**config.mk**
```make
export PLATFORM = sky130hd
export DESIGN_NAME = tmvw_ram
export DESIGN_NICKNAME = d
export VERILOG_FILES = /design/src/design/tmvw_ram.sv
export SDC_FILE = /design/constraint.sdc
export NUM_CORES = 2
export LEC_CHECK = 0
export BUFFER_PORTS_ARGS = -buffer_cell sky130_fd_sc_hd__clkbuf_2
export CAP_MARGIN = 20
export CORE_MARGIN = 4
export CORE_UTILIZATION = 46
export CTS_CLUSTER_SIZE = 10
export DETAILED_ROUTE_END_ITERATION = 8
export HOLD_SLACK_MARGIN = 0.15
export PLACE_DENSITY_LB_ADDON = 0.1
export SLEW_MARGIN = 10
export SYNTH_ARGS = -nofsm -noshare
export SYNTH_HDL_FRONTEND = slang
export SYNTH_SLANG_ARGS = --single-unit
```
**constraint.sdc**
```tcl
create_clock -name clk -period 2.7 [get_ports clk]
set_input_delay 0.135 -clock clk [delete_from_list [all_inputs] [get_ports clk]]
set_output_delay 0.135 -clock clk [all_outputs]
set_load 0.1 [all_outputs]
```
**src/design/tmvw_ram.sv**
```systemverilog
// ----------------------------------------------------------------------------
// Generic single-port RAM
// One read or write per cycle, read data registered.
// ----------------------------------------------------------------------------
module tmvw_ram #(
  parameter int WIDTH = 8,
  parameter int DEPTH = 256
) (
  input  logic                     clk,
  input  logic                     we,
  input  logic [$clog2(DEPTH)-1:0] addr,
  input  logic [WIDTH-1:0]         wdata,
  output logic [WIDTH-1:0]         rdata
);

  logic [WIDTH-1:0] mem [DEPTH];

  always_ff @(posedge clk) begin
    if (we) begin
      mem[addr] <= wdata;
    end
    rdata <= mem[addr];
  end

endmodule

```
; Yosys cells after proc, flatten, opt, wreduce, memory -nomap -nowiden
; Memories as Yosys holds them, arrays and structs flattened. A register that Yosys moved wholly into a read port is not among the register bits.
; Index checks and enable logic that the tools add are counted.
[totals]
mem_bits_rw = 2048
mem_count = 1
in_bits = 18
elab_cells = 3
output_inout_bits = 8
ff_bits = 0
[memory_table]
columns = memory, words, width, read_ports, rd_ports_with_merged_regs, write_ports, line
row1 = mem, 256, 8, 1, 1, 1, 16  ; logic [WIDTH-1:0] mem [DEPTH];
[classes]
muxes = 2
[ops]
columns = op, n
row1 = 1-bit two-way mux, 2

; Logic depth before layout (Yosys ltp)
[depth]
word_depth = 2
ltp_mapped = 10
depth_no_buf = 5

; Worst setup path after synthesis
; OpenSTA, ideal clock, no wires.
[synth_timing]
path_type = input port to flip-flop
startpoint = input port addr[1]
endpoint = memory mem[111][0] (enable)
n_path_buf = 5
arrival_time_ns = 1.984
slack_ns = 0.346
stages = 9
required_ns = 2.330
setup_time_ns = 0.370
path_cell_list = buf_2 clkbuf_1 clkbuf_1 nand2_1 buf_2 nor2_1 nand2_1 clkbuf_1 nor2_1
[synth_lines]
columns = item, line
row1 = start: declaration, 11  ; input logic [$clog2(DEPTH)-1:0] addr,
row2 = end: declaration, 16
; No word-level cell before the write port.

==> qor.yml <==
place:
  place_congestion: 0.847
  pre_cts_ws_ns: -0.681
  dpl.hpwl_um: 128000
  portBuffers: 25
cts:
  cts_tree: "yes"
  cts.clk_slew.worst_paths_ns: 0.06
  clock_latency_ns: 0.84
  htreeDepth: 4
  cts-buffers-inserted: 228
  clock-root-buffer: "clkbuf_16"
  cts_buffer_depth: 3
  cts_sinks: 2056
final_layout:
  num_antenna_cells: 0
  nFillCells: 12800
  post-route-util_pct: 54.3
  nNetsFinal: 4177
  syn_to_final_growth_pct: 17.2
  final_common_cell: "edfxtp_1"
  drive_gt1_share_pct: 32.4
  layout_common_cells: "2048 x edfxtp_1, 512 x mux4_2, 505 x buf_4, 256 x a22oi_1, 232 x clkbuf_16"
synthesis:
  yosysWarnings: 0
  syn_nets: 3565
  synth_cells: 3547
  avgSynthCellArea_um2: 22.1
  ys_ff_latch: 2056
  synth_area_leaders: "edfxtp_1 78%, mux4_2 15%, a22oi_1 2.4%"
  yosys.area.top_type: "edfxtp_1"
  ys_seq_area_share_pct: 78.6
  synth_top_area_share_pct: 78.3
  synthesis.area_um2: 78500
  ys_types: 22
pwr:
  peakVddDrop_uv: 721
  power_density_nw_per_um2: 711
  total_leakage_power_uw: 0.0291
floorplan:
  die_w_um: 421
  die-area_um2: 177000
  ios: 26
  start_util_pct: 46.3
  die_h_um: 421
  core.rowCount: 151
  core_area_um2: 169000
timing:
  slew_viol_final: 0
  setup_tns_ns: 0
  finalHoldWorstSlack_ns: 0.198
  setup_slack_ns: 0.0954
  worstMarginPinSlew_ns: 0.968
  setup_violations: 0
  finalCriticalPeriod_ns: 2.60
  hold_viol_final: 0
  max_freq_mhz: 384
  slew_headroom_pct: 34.6
  rsz0062_at_grt: "no"
  fin_skew_ns: 0.0288
  fin_crit_sh_pct: 96.5
routing:
  first_pass_iters: 5
  dr_wl_met2_um: 101000
  vias: 39100
  wire_per_inst_um: 31.5
  ant_nets: 0
  dr.max_layer_used: "met4"
  first_iter_violations: 4305
  drt-total-wl_um: 203000
  vias_per_cell: 6.07
  drc: 0
  wl_met3_um: 14300
  met1Wirelength_um: 82600
critical_path:
  crit_type: "in2reg"
  cp.required_ns: 3.38
  max_stage_delay_ns: 0.92
  cp.arrival_ns: 3.28
  slowest_stage: "o41ai_1"
  worstPathMaxFanout: 30
  cp_cell_sequence: "dlygate4sd3_1, clkbuf_2, and2_4, buf_12, buf_4, a22oi_1, a21oi_1, o41ai_1, nand4_1"
  endpoint_kind: "register"
  cp-start-kind: "primary input"
grt:
  grt_usage_pct: 22.9
  grt_first_pass_wirelength_um: 294000
  grt_pass1_vias: 40700
  grt-ovfl-total: 0
  antenna_found_initial: 6
  grt_max_degree: 90
run:
  drv_cap: 0
status:
  status: "finished clean"
min_path:
  hold_class: "in2reg"
## path summary, 6_finish.rpt
path | startpoint | endpoint | slack (ns) | cells after the start
max | addr[3] | rdata[5] | 0.1 | 9
min reg2reg | mem[174][1] | rdata[1] | 1.00 | 5
max reg2reg | mem[124][3] | rdata[3] | 0.13 | 6
min | addr[2] | mem[169][7] | 0.20 | 5
## synthesized netlist by cell type
master and count:
edfxtp_1 2048, mux4_2 512, a22oi_1 256, nor2_1 232, clkbuf_1 145, a21oi_1 128
buf_2 36, o41ai_1 32, nor3_1 30, nand2_1 28, buf_1 19, buf_4 16
buf_6 16, nand3_1 13, dfxtp_1 8, nand4_1 8, nor2b_1 7, nand2b_1 6
and2_1 3, or2_2 2, inv_1 1, or3_1 1
## cell type report
type                       instances  area, um2  share of cell area, %
clock buffer                     277       5970                   6.50
sequential                      2056      61700                   67.1
timing repair buffer             614       5580                   6.07
multi-input combinational       1258      15800                   17.2
inverter                           1       3.75                0.00408
tap                             2218       2780                   3.02
clock inverter                    17        170                  0.185
## where the power goes
group          switching [uW]  internal (uW)  total (uW)
Combinational            2160           1280        3450
Sequential               49.7          35200       35300
Clock                   11400          15200       26700
Total                   13600          51700       65400
## critical path, delay by kind of cell
family,cells,cell delay (ns)
AOI/OAI and AO/OA,3,1.34
buffers and inverters,4,1.22
and+or+nand+nor,2,0.56
## per-stage QoR
stage / cells / cell area [um2] / power, uW
after floorplan: 3547 / 78500 / 37600
after global placement: 6133 / 85600 / 39300
after detailed placement: 6135 / 85700 / 39400
after CTS: 6441 / 92000 / 66000
after global routing: 6441 / 92000 / 67600
final: 6441 / 92000 / 65400
## what timing repair did
item,CTS,global route
hold endpoints to repair,1956,0
buffers inserted,0,0
hold buffers,12,0
gates resized for setup,2,0
endpoints found under the setup margin,2,0
## cell families (layout without fill, tap and decap cells)
logic type	Yosys count	after routing	synth area share (%)
AOI/OAI and AO/OA	416	416	3.62
buffers and inverters	233	909	1.40
muxes	512	512	14.7
and+or+nand+nor	330	330	1.73
DFF	2056	2056	78.6
## sequential cells by signal, indices dropped and copies added (netlist names)
| signal | count |
|---|---|
| rdata | 8 |
| mem | 2048 |
## metal layers
metal / GRT usage, % / up-vias
li1: - / 16200
met1: 32.3 / 21000
met2: 37.6 / 1611
met3: 3.73 / 282
met4: 6.32 / 0
met5: 0 / -
No activity file was read; power rests on OpenSTA's default activity.
