## config.mk

```make
export PLATFORM = sky130hd
export DESIGN_NAME = tmvw_walker
export DESIGN_NICKNAME = d
export VERILOG_FILES = /design/src/design/tmvw_pkg.sv /design/src/design/tmvw_walker.sv
export SDC_FILE = /design/constraint.sdc
export NUM_CORES = 1
export LEC_CHECK = 0
export ABC_AREA = 1
export ABC_CLOCK_PERIOD_IN_PS = 9500
export BUFFER_PORTS_ARGS = -buffer_cell sky130_fd_sc_hd__buf_4
export CAP_MARGIN = 20
export CORE_ASPECT_RATIO = 0.9
export CORE_MARGIN = 3
export CORE_UTILIZATION = 59
export CTS_CLUSTER_SIZE = 10
export DETAILED_ROUTE_END_ITERATION = 7
export HOLD_SLACK_MARGIN = 0.03
export PLACE_DENSITY = 0.86
export SYNTH_ARGS = -nofsm -noshare
export SYNTH_HDL_FRONTEND = slang
export SYNTH_SLANG_ARGS = --single-unit
```

## constraint.sdc

```tcl
create_clock -name clk -period 9.5 [get_ports clk]
set_input_delay 0.95 -clock clk [delete_from_list [all_inputs] [get_ports clk]]
set_output_delay 0.95 -clock clk [all_outputs]
set_load 0.01 [all_outputs]
```

## src/design/tmvw_pkg.sv

```systemverilog
// ----------------------------------------------------------------------------
// Tile map viewport walker package
// Shared constants, codes and item types for the tile map and its row walker.
// ----------------------------------------------------------------------------
package tmvw_pkg;

  // Map geometry. Both sizes are powers of two, so wrapping a signed tile
  // coordinate keeps its low bits.
  localparam int MAP_COLS  = 128;
  localparam int MAP_ROWS  = 128;
  localparam int COL_W     = $clog2(MAP_COLS);
  localparam int ROW_W     = $clog2(MAP_ROWS);
  localparam int MAP_DEPTH = MAP_COLS * MAP_ROWS;
  localparam int ADDR_W    = COL_W + ROW_W;
  localparam int TILE_BITS = 8;

  // Tiles are eight by eight pixels.
  localparam int TILE_PIX = 8;

  localparam logic [TILE_BITS-1:0] EMPTY_TILE = 8'hFF;

  // Operation codes.
  localparam logic [1:0] OP_WRITE = 2'd0;
  localparam logic [1:0] OP_READ  = 2'd1;
  localparam logic [1:0] OP_DRAW  = 2'd2;

  // Result kinds.
  localparam logic [1:0] KIND_READ  = 2'd0;
  localparam logic [1:0] KIND_RECT  = 2'd1;
  localparam logic [1:0] KIND_EMPTY = 2'd2;

  // Configuration register indexes.
  localparam int REG_INDEX_W = 3;
  localparam logic [REG_INDEX_W-1:0] REG_SCREEN_X    = 3'd0;
  localparam logic [REG_INDEX_W-1:0] REG_SCREEN_Y    = 3'd1;
  localparam logic [REG_INDEX_W-1:0] REG_VIEW_WIDTH  = 3'd2;
  localparam logic [REG_INDEX_W-1:0] REG_VIEW_HEIGHT = 3'd3;
  localparam logic [REG_INDEX_W-1:0] REG_SCROLL_X    = 3'd4;
  localparam logic [REG_INDEX_W-1:0] REG_SCROLL_Y    = 3'd5;
  localparam logic [REG_INDEX_W-1:0] REG_DRAW_MASK   = 3'd6;

  localparam int CFG_DATA_W = 16;

  typedef struct packed {
    logic [1:0]           operation;
    logic signed [15:0]   tile_col;
    logic signed [15:0]   tile_row;
    logic [TILE_BITS-1:0] tile_value;
    logic [5:0]           view_row;
  } cmd_t;

  typedef struct packed {
    logic [1:0]           kind;
    logic [TILE_BITS-1:0] read_tile;
    logic signed [15:0]   dest_x;
    logic signed [15:0]   dest_y;
    logic [TILE_BITS-1:0] sprite_index;
    logic [2:0]           src_x;
    logic [2:0]           src_y;
    logic [3:0]           rect_w;
    logic [3:0]           rect_h;
    logic [15:0]          mask_out;
    logic                 last;
  } res_t;

  typedef struct packed {
    logic signed [14:0] screen_x;
    logic signed [14:0] screen_y;
    logic [8:0]         view_width;
    logic [8:0]         view_height;
    logic signed [15:0] scroll_x;
    logic signed [15:0] scroll_y;
    logic [15:0]        draw_mask;
  } cfg_t;

  typedef struct packed {
    logic                 we;
    logic [ADDR_W-1:0]    addr;
    logic [TILE_BITS-1:0] wdata;
  } ram_req_t;

  // Pixel coordinates inside the viewport, wide enough for -8 .. 1023.
  typedef logic signed [10:0] coord_t;

endpackage

```

## src/design/tmvw_walker.sv

```systemverilog
// ----------------------------------------------------------------------------
// Tile map walker
// Sequences tile writes, reads and row draws against the tile RAM.
// ----------------------------------------------------------------------------
module tmvw_walker (
  input  logic                            clk,
  input  logic                            rst,
  input  logic                            start,
  output logic                            busy,
  input  tmvw_pkg::cmd_t                  cmd,
  input  tmvw_pkg::cfg_t                  cfg,
  output tmvw_pkg::ram_req_t              ram_req,
  input  logic [tmvw_pkg::TILE_BITS-1:0]  ram_rdata,
  output logic                            result_strobe,
  output tmvw_pkg::res_t                  result
);
  import tmvw_pkg::*;

  typedef enum logic [4:0] {
    S_IDLE   = 5'b00001,
    S_RDATA  = 5'b00010,
    S_SETUP  = 5'b00100,
    S_WALK   = 5'b01000,
    S_FINISH = 5'b10000
  } state_t;

  state_t state;

  logic [ROW_W-1:0] row_addr;
  logic [COL_W-1:0] col_base;
  logic [5:0]       vrow;
  logic [6:0]       k;
  logic [6:0]       rd_k;
  logic             rd_valid;
  logic             pending_valid;
  res_t             pending;

  logic signed [15:0] row_dest_y;
  logic [2:0]         row_src_y;
  logic [3:0]         row_h;

  coord_t vw_s, vh_s;
  coord_t y0, y1, y2a, y2;
  coord_t x0k, x0c, x1c, x2a, x2c;
  logic   row_visible;
  logic   issue;
  logic   tile_ok;
  res_t   rect;
  res_t   read_res;
  res_t   marker_res;
  res_t   final_res;

  assign busy = (state != S_IDLE);

  assign vw_s = $signed({2'b00, cfg.view_width});
  assign vh_s = $signed({2'b00, cfg.view_height});

  // Top edge of the requested tile row relative to the viewport.
  always_comb begin
    y0  = $signed({2'b00, vrow, 3'b000}) - $signed({8'b0, cfg.scroll_y[2:0]});
    y1  = y0[10] ? '0 : y0;
    y2a = y0 + coord_t'(TILE_PIX);
    y2  = (y2a >= vh_s) ? vh_s : y2a;
    row_visible = (y0 < vh_s);
  end

  // Column being fetched and column whose tile code is on the RAM output.
  always_comb begin
    x0k   = $signed({1'b0, k, 3'b000}) - $signed({8'b0, cfg.scroll_x[2:0]});
    issue = (x0k < vw_s);
    x0c   = $signed({1'b0, rd_k, 3'b000}) - $signed({8'b0, cfg.scroll_x[2:0]});
    x1c   = x0c[10] ? '0 : x0c;
    x2a   = x0c + coord_t'(TILE_PIX);
    x2c   = (x2a >= vw_s) ? vw_s : x2a;
    tile_ok = rd_valid && (ram_rdata != EMPTY_TILE);
  end

  always_comb begin
    rect              = '0;
    rect.kind         = KIND_RECT;
    rect.dest_x       = $signed({cfg.screen_x[14], cfg.screen_x})
                        + $signed({6'b0, x1c[9:0]});
    rect.dest_y       = row_dest_y;
    rect.sprite_index = ram_rdata;
    rect.src_x        = 3'(x1c - x0c);
    rect.src_y        = row_src_y;
    rect.rect_w       = 4'(x2c - x1c);
    rect.rect_h       = row_h;
    rect.mask_out     = cfg.draw_mask;
    rect.last         = 1'b0;
  end

  // Whole result items for a read, an empty row and the final rectangle.
  always_comb begin
    read_res           = '0;
    read_res.kind      = KIND_READ;
    read_res.read_tile = ram_rdata;
    read_res.last      = 1'b1;
    marker_res         = '0;
    marker_res.kind    = KIND_EMPTY;
    marker_res.last    = 1'b1;
    final_res          = pending;
    final_res.last     = 1'b1;
  end

  // RAM port: the command addresses it directly while idle, the walker
  // otherwise.
  always_comb begin
    if (state == S_IDLE) begin
      ram_req.we    = start && (cmd.operation == OP_WRITE);
      ram_req.addr  = {cmd.tile_row[ROW_W-1:0], cmd.tile_col[COL_W-1:0]};
      ram_req.wdata = cmd.tile_value;
    end else begin
      ram_req.we    = 1'b0;
      ram_req.addr  = {row_addr, col_base + COL_W'(k)};
      ram_req.wdata = '0;
    end
  end

  always_ff @(posedge clk) begin
    if (rst) begin
      state         <= S_IDLE;
      rd_valid      <= 1'b0;
      pending_valid <= 1'b0;
      result_strobe <= 1'b0;
    end else begin
      result_strobe <= 1'b0;
      unique case (state)
        S_IDLE: begin
          if (start) begin
            if (cmd.operation == OP_READ) begin
              state <= S_RDATA;
            end else if (cmd.operation == OP_DRAW) begin
              row_addr      <= cfg.scroll_y[ROW_W+2:3] + ROW_W'(cmd.view_row);
              col_base      <= cfg.scroll_x[COL_W+2:3];
              vrow          <= cmd.view_row;
              pending_valid <= 1'b0;
              state         <= S_SETUP;
            end
          end
        end
        S_RDATA: begin
          result        <= read_res;
          result_strobe <= 1'b1;
          state         <= S_IDLE;
        end
        S_SETUP: begin
          row_dest_y <= $signed({cfg.screen_y[14], cfg.screen_y})
                        + $signed({6'b0, y1[9:0]});
          row_src_y  <= 3'(y1 - y0);
          row_h      <= 4'(y2 - y1);
          k          <= '0;
          rd_valid   <= 1'b0;
          state      <= row_visible ? S_WALK : S_FINISH;
        end
        S_WALK: begin
          rd_valid <= issue;
          rd_k     <= k;
          if (issue) begin
            k <= k + 7'd1;
          end
          // Hold back the newest rectangle so the final one can carry last.
          if (tile_ok) begin
            if (pending_valid) begin
              result        <= pending;
              result_strobe <= 1'b1;
            end
            pending       <= rect;
            pending_valid <= 1'b1;
          end
          if (!issue && !rd_valid) begin
            state <= S_FINISH;
          end
        end
        S_FINISH: begin
          result        <= pending_valid ? final_res : marker_res;
          result_strobe <= 1'b1;
          pending_valid <= 1'b0;
          state         <= S_IDLE;
        end
        default: begin
          state <= S_IDLE;
        end
      endcase
    end
  end

endmodule

```

## After elaboration in Yosys (flattened, before gate mapping)

Cells that the tools add are included.

| cells by class | value |
|---|---|
| $add $sub $neg | 14 |
| bitwise logic cells | 2 |
| reductions and logical operators | 18 |
| order comparisons | 4 |
| muxes and demuxes | 26 |
| equal/unequal tests | 17 |

Operator list:

| cell | number |
|---|---|
| $mux W81 | 3 |
| $pmux W81 S3 | 1 |
| $add A15 B11 Y16 | 2 |
| $mux W5 | 5 |
| $mux W23 | 1 |
| $ge A11 B10 Y1 | 2 |
| $sub A10 B3 Y11 | 2 |
| $mux W10 | 2 |
| $pmux W5 S3 | 1 |
| $pmux W7 S2 | 1 |
| $ne A2 B2 Y1 const B | 6 |
| $add A10 B5 Y11 const B | 1 |
| $add A11 B5 Y11 const B | 1 |
| $lt A11 B10 Y1 | 1 |
| $lt A10 B10 Y1 | 1 |
| $reduce_and A5 Y1 | 2 |
| $sub A9 B3 Y10 | 1 |
| $reduce_and A3 Y1 | 3 |
| $mux W4 | 2 |
| $ne A8 B8 Y1 const B | 1 |
| $sub A4 B4 Y4 | 2 |
| $add A7 B1 Y7 const B | 1 |
| $add A7 B6 Y7 | 1 |
| $add A7 B7 Y7 | 1 |
| other kinds (24) | 37 |

| word-level totals | value |
|---|---|
| word-level logic and storage cells | 112 |
| output and inout bits | 106 |
| input port bits | 155 |
| register bits | 216 |

## Logic depth before layout (Yosys ltp)

| logic depth | value |
|---|---|
| depth after elaboration | 6 |
| depth in mapped cells | 30 |

## Worst setup path after synthesis

OpenSTA, ideal clock, no wires.

| path | value |
|---|---|
| path type | input to register |
| start point | input port ram_rdata[2] (netlist name) |
| end point | register result[0] (netlist name) (enable) |
| required time | 8.931 ns |
| path slack | 3.491 ns |
| library setup time | 0.569 ns |
| data arrival time | 5.441 ns |
| stages | 5 |
| cells stage by stage | inv_1 nor3_1 a21boi_0 nand3_1 a31oi_1 |

| on the way | value |
|---|---|
| cells in the longest elaborated chain, start to end | 4 |

Ends and longest elaborated chain:

| item | line | RTL |
|---|---|---|
| start: declaration | tmvw_walker.sv:13 | `input logic [tmvw_pkg::TILE_BITS-1:0] ram_rdata,` |
| $ne A8 B8 Y1 | tmvw_walker.sv:75 | `tile_ok = rd_valid && (ram_rdata != EMPTY_TILE);` |
| $logic_and A1 B1 Y1 | tmvw_walker.sv:75 |  |
| $ne A2 B2 Y1 (no line) | - |  |
| $reduce_and A4 Y1 (no line) | - |  |
| end signal: assignment | tmvw_walker.sv:143 | `result <= read_res;` |
| end signal: assignment | tmvw_walker.sv:165 | `result <= pending;` |
| end signal: assignment | tmvw_walker.sv:176 | `result <= pending_valid ? final_res : marker_res;` |
| end: declaration | tmvw_walker.sv:15 | `output tmvw_pkg::res_t result` |

Every way passes these cells.
A chain may end at the register's enable or synchronous reset.

## Final worst setup path

| path | value |
|---|---|
| start point | input port cfg[16] (netlist name) |
| end point | register row_h[3], data pin |

| on the way | value |
|---|---|
| cells in the longest elaborated chain, start to end | 5 |
| elaborated cells between the ends (all ways) | 6 |

Ends and longest elaborated chain:

| item | line | RTL |
|---|---|---|
| start: declaration | tmvw_walker.sv:11 | `input tmvw_pkg::cfg_t cfg,` |
| $sub A9 B3 Y10 * | tmvw_walker.sv:60 | `y0 = $signed({2'b00, vrow, 3'b000}) - $signed({8'b0, cfg.scroll_y[2:0]});` |
| $add A10 B5 Y11 | tmvw_walker.sv:62 | `y2a = y0 + coord_t'(TILE_PIX);` |
| $ge A11 B10 Y1 | tmvw_walker.sv:63 | `y2 = (y2a >= vh_s) ? vh_s : y2a;` |
| $mux W4 | tmvw_walker.sv:63 |  |
| $sub A4 B4 Y4 * | tmvw_walker.sv:151 | `row_h <= 4'(y2 - y1);` |
| end signal: assignment | tmvw_walker.sv:151 |  |
| end: declaration | tmvw_walker.sv:40 | `logic [3:0] row_h;` |

Mark *: on every way between the ends. The rest lies on a longest branch, timed or not.

==> metrics <==
outcome finished, final reports clean; Seq. cell area 0.006406 mm2; post-CTS setup buffers 0; number of global-route vias before repair 7999; required time worst endpoint around 9.8 ns; xor and xnor fraction of the mapped netlist area 0.04536; dpl hpwl 18550 um; post-synthesis sequential area ratio 0.5651; LEAKAGE around 6.5 nW; DRT iter0 DRCs 471; ratio of cells with drive above 1 in the final layout 0.2356; dominant synthesized flop cell edfxtp_1; Hold Vio Cnt, Final 0; Syn Inst Count about 1100; period utilization 0.4600; IO Count between 200 and 300; synth-to-layout area growth 24.50%; Layout fillers 1262; simple-gate share of the synthesized area 0.1599; Post-Synth Adder-Cell Area 0.09447; YS warnings 0; Largest delay share family, worst path simple AND/OR/NAND/NOR gates; Post-synth ARST share 0; mux contribution to synthesized area 0; initial core utilization 0.6082; CTS resizes 0; compound-gate portion of the synthesized area 0.05485; Setup WS post-layout just over 5 ns; final wirelength 24710 um; DRT antenna net count 0; leading cell types in the layout, fill and taps excluded buf_4 (235), inv_1 (215), edfxtp_1 (208); setup TNS 0 ns; vias per inst 5.125; initial antenna violation count 0; Critical Path Slowest Stage Cell o21ai_0; slew margin rel. 0.3914; pre-CTS WS 4.641 ns; Worst path most repeated cell nand2_1; clk slew on worst S/H paths 0.06 ns; Yosys reg bits ~220; CTS H-tree lvls 1; Synth Cell Area 0.01134 mm2; # setup viols final 0; area of the core 0.01864 mm2; Worst Skew 0.01089 ns; type of the most critical hold path flop to flop; gr usage total 0.2326; worst-skew pair later-pin latency 0.51 ns; CTS tree built; Net Count, Synth 1344; crit path buf inv count 3; Final Max Tran Viols 0; Vias 8262; number of max-cap violations 0; CTS max path bufs 3; global placer's final weighted congestion 0.8891; port bufs 230; CP max stage delay about 0.34 ns; CP arrival ~4.6 ns; CP Max Fanout 7; Pwr per Cell Area ~160 mW/mm2; FP Rows 47; Post-synth EDFFs approximately 210; global-route wire length before repair 39160 um; RSZ-0062 raised after global routing false; Final #Nets 1595; crit end category flop; multi-input combinational cell area 0.004050 mm2; distinct cell type count after synthesis 48; Post-CTS Hold Buffers 0; largest net degree at the start of global routing 74; min Tclk post-route 4.370 ns; placed instance count 1575; Avg Cell Area, Syn approximately 10 um2; commonest non-fill, non-tap cell in the layout buf_4; area of the die ~0.021 mm2; Power Total 2.290 mW; drt pass-1 iters 4; Finished Layout Cells 1612; Root Buffer clkbuf_16; Residual DRC 0; fmax 228.8 MHz; total grt overflow 0; Critical Path Source Type primary input; peak supply drop 0.1328 mV; largest family of logic cells by synthesized area simple AND/OR/NAND/NOR gates; critical path type primary input to flop; # clock sinks around 220; die height ~140 um; Ant. Diodes 0; worst-margin pin slew 0.9129 ns; TritonCTS Buffers 26; die width around 150 um; Routed WL per cell around 15 um
## synth_stat cells (8+ instances only)
cell type	instances	area, um2
inv_1	215	807.0
edfxtp_1	208	6246
nand2_1	162	608.1
nor2_1	148	555.5
ha_1	76	950.9
a21oi_1	40	200.2
xor2_1	38	332.8
nand3_1	29	145.1
o21ai_0	22	110.1
xnor2_1	17	148.9
nand4_1	16	100.1
nand2_2	15	93.84
inv_2	11	41.29
o21ai_1	9	45.04
dfxtp_1	8	160.2
nor3_1	8	40.04
## routing by layer
layer  track usage  vias up  routed length (um)
li1              -     4132                   -
met1        0.3013     3745               10370
met2        0.4005      334               11720
met3       0.04994       51                1875
met4       0.06940        0                 745
met5             0        -                   0
## area by class of cell
class | count | share of cell area
flip-flops and latches | 216 | 0.4539
repair buffers | 236 | 0.1261
clock inverters | 2 | 0.001773
inverters | 227 | 0.06046
well taps | 245 | 0.02172
multi-input cells | 651 | 0.2869
clock buffers | 35 | 0.04920
## power by group
part	total (mW)	internal [mW]	switching, mW
Clock	0.858	0.504	0.354
Sequential	1.06	1.06	0.00465
Combinational	0.371	0.165	0.206
## worst reg2reg max path: stages (launching register included)
cell,delay (ns)
edfxtp_1,0.43
nor2_4,0.18
nand3_1,0.12
xor2_1,0.44
inv_1,0.14
xor2_1,0.18
inv_1,0.05
ha_1,0.28
nand2_1,0.10
o21a_1,0.21
a21oi_1,0.15
nor2_1,0.07
nand3_2,0.09
nand2_2,0.09
o21ai_0,0.34
ha_1,0.30
nand2_1,0.07
nor2_1,0.03
a211oi_1,0.23
nand3b_1,0.15
nand2_1,0.05
## path summary, 6_finish.rpt
path | start | endpoint | slack [ns] | depth (start not counted)
max reg2reg | vrow[0] | row_h[3] | 5.54 | 20
max | cfg[16] | row_h[3] | 5.13 | 26
min reg2reg | row_dest_y[11] | final_res[50] | 0.41 | 0
min | row_dest_y[11] | final_res[50] | 0.41 | 0
## through the flow
step / util / hold WS (ns) / instance area, um2
6_report: 0.7572 / 0.4113 / 14110
5_1_grt: 0.7572 / 0.4160 / 14110
4_1_cts: 0.7572 / 0.4118 / 14110
3_5_place_dp: 0.7186 / 0.4045 / 13400
3_3_place_gp: 0.7178 / 0.4013 / 13380
2_1_floorplan: - / 0.4003 / 11340
## registers in the layout, summed over array words and instances (netlist names), 6 cells and up
name / cells
k: 7
row_addr: 7
col_base: 7
vrow: 6
rd_k: 7
final_res: 70
row_dest_y: 16
result: 81
## cell families (layout without fill, tap and decap cells)
family | Yosys count | in the layout
xor+xnor | 57 | 57
fa+ha+maj | 82 | 82
flops | 216 | 216
buf+inv | 240 | 500
simple gates | 408 | 408
compound gates | 104 | 104
No activity file was read; power rests on OpenSTA's default activity.
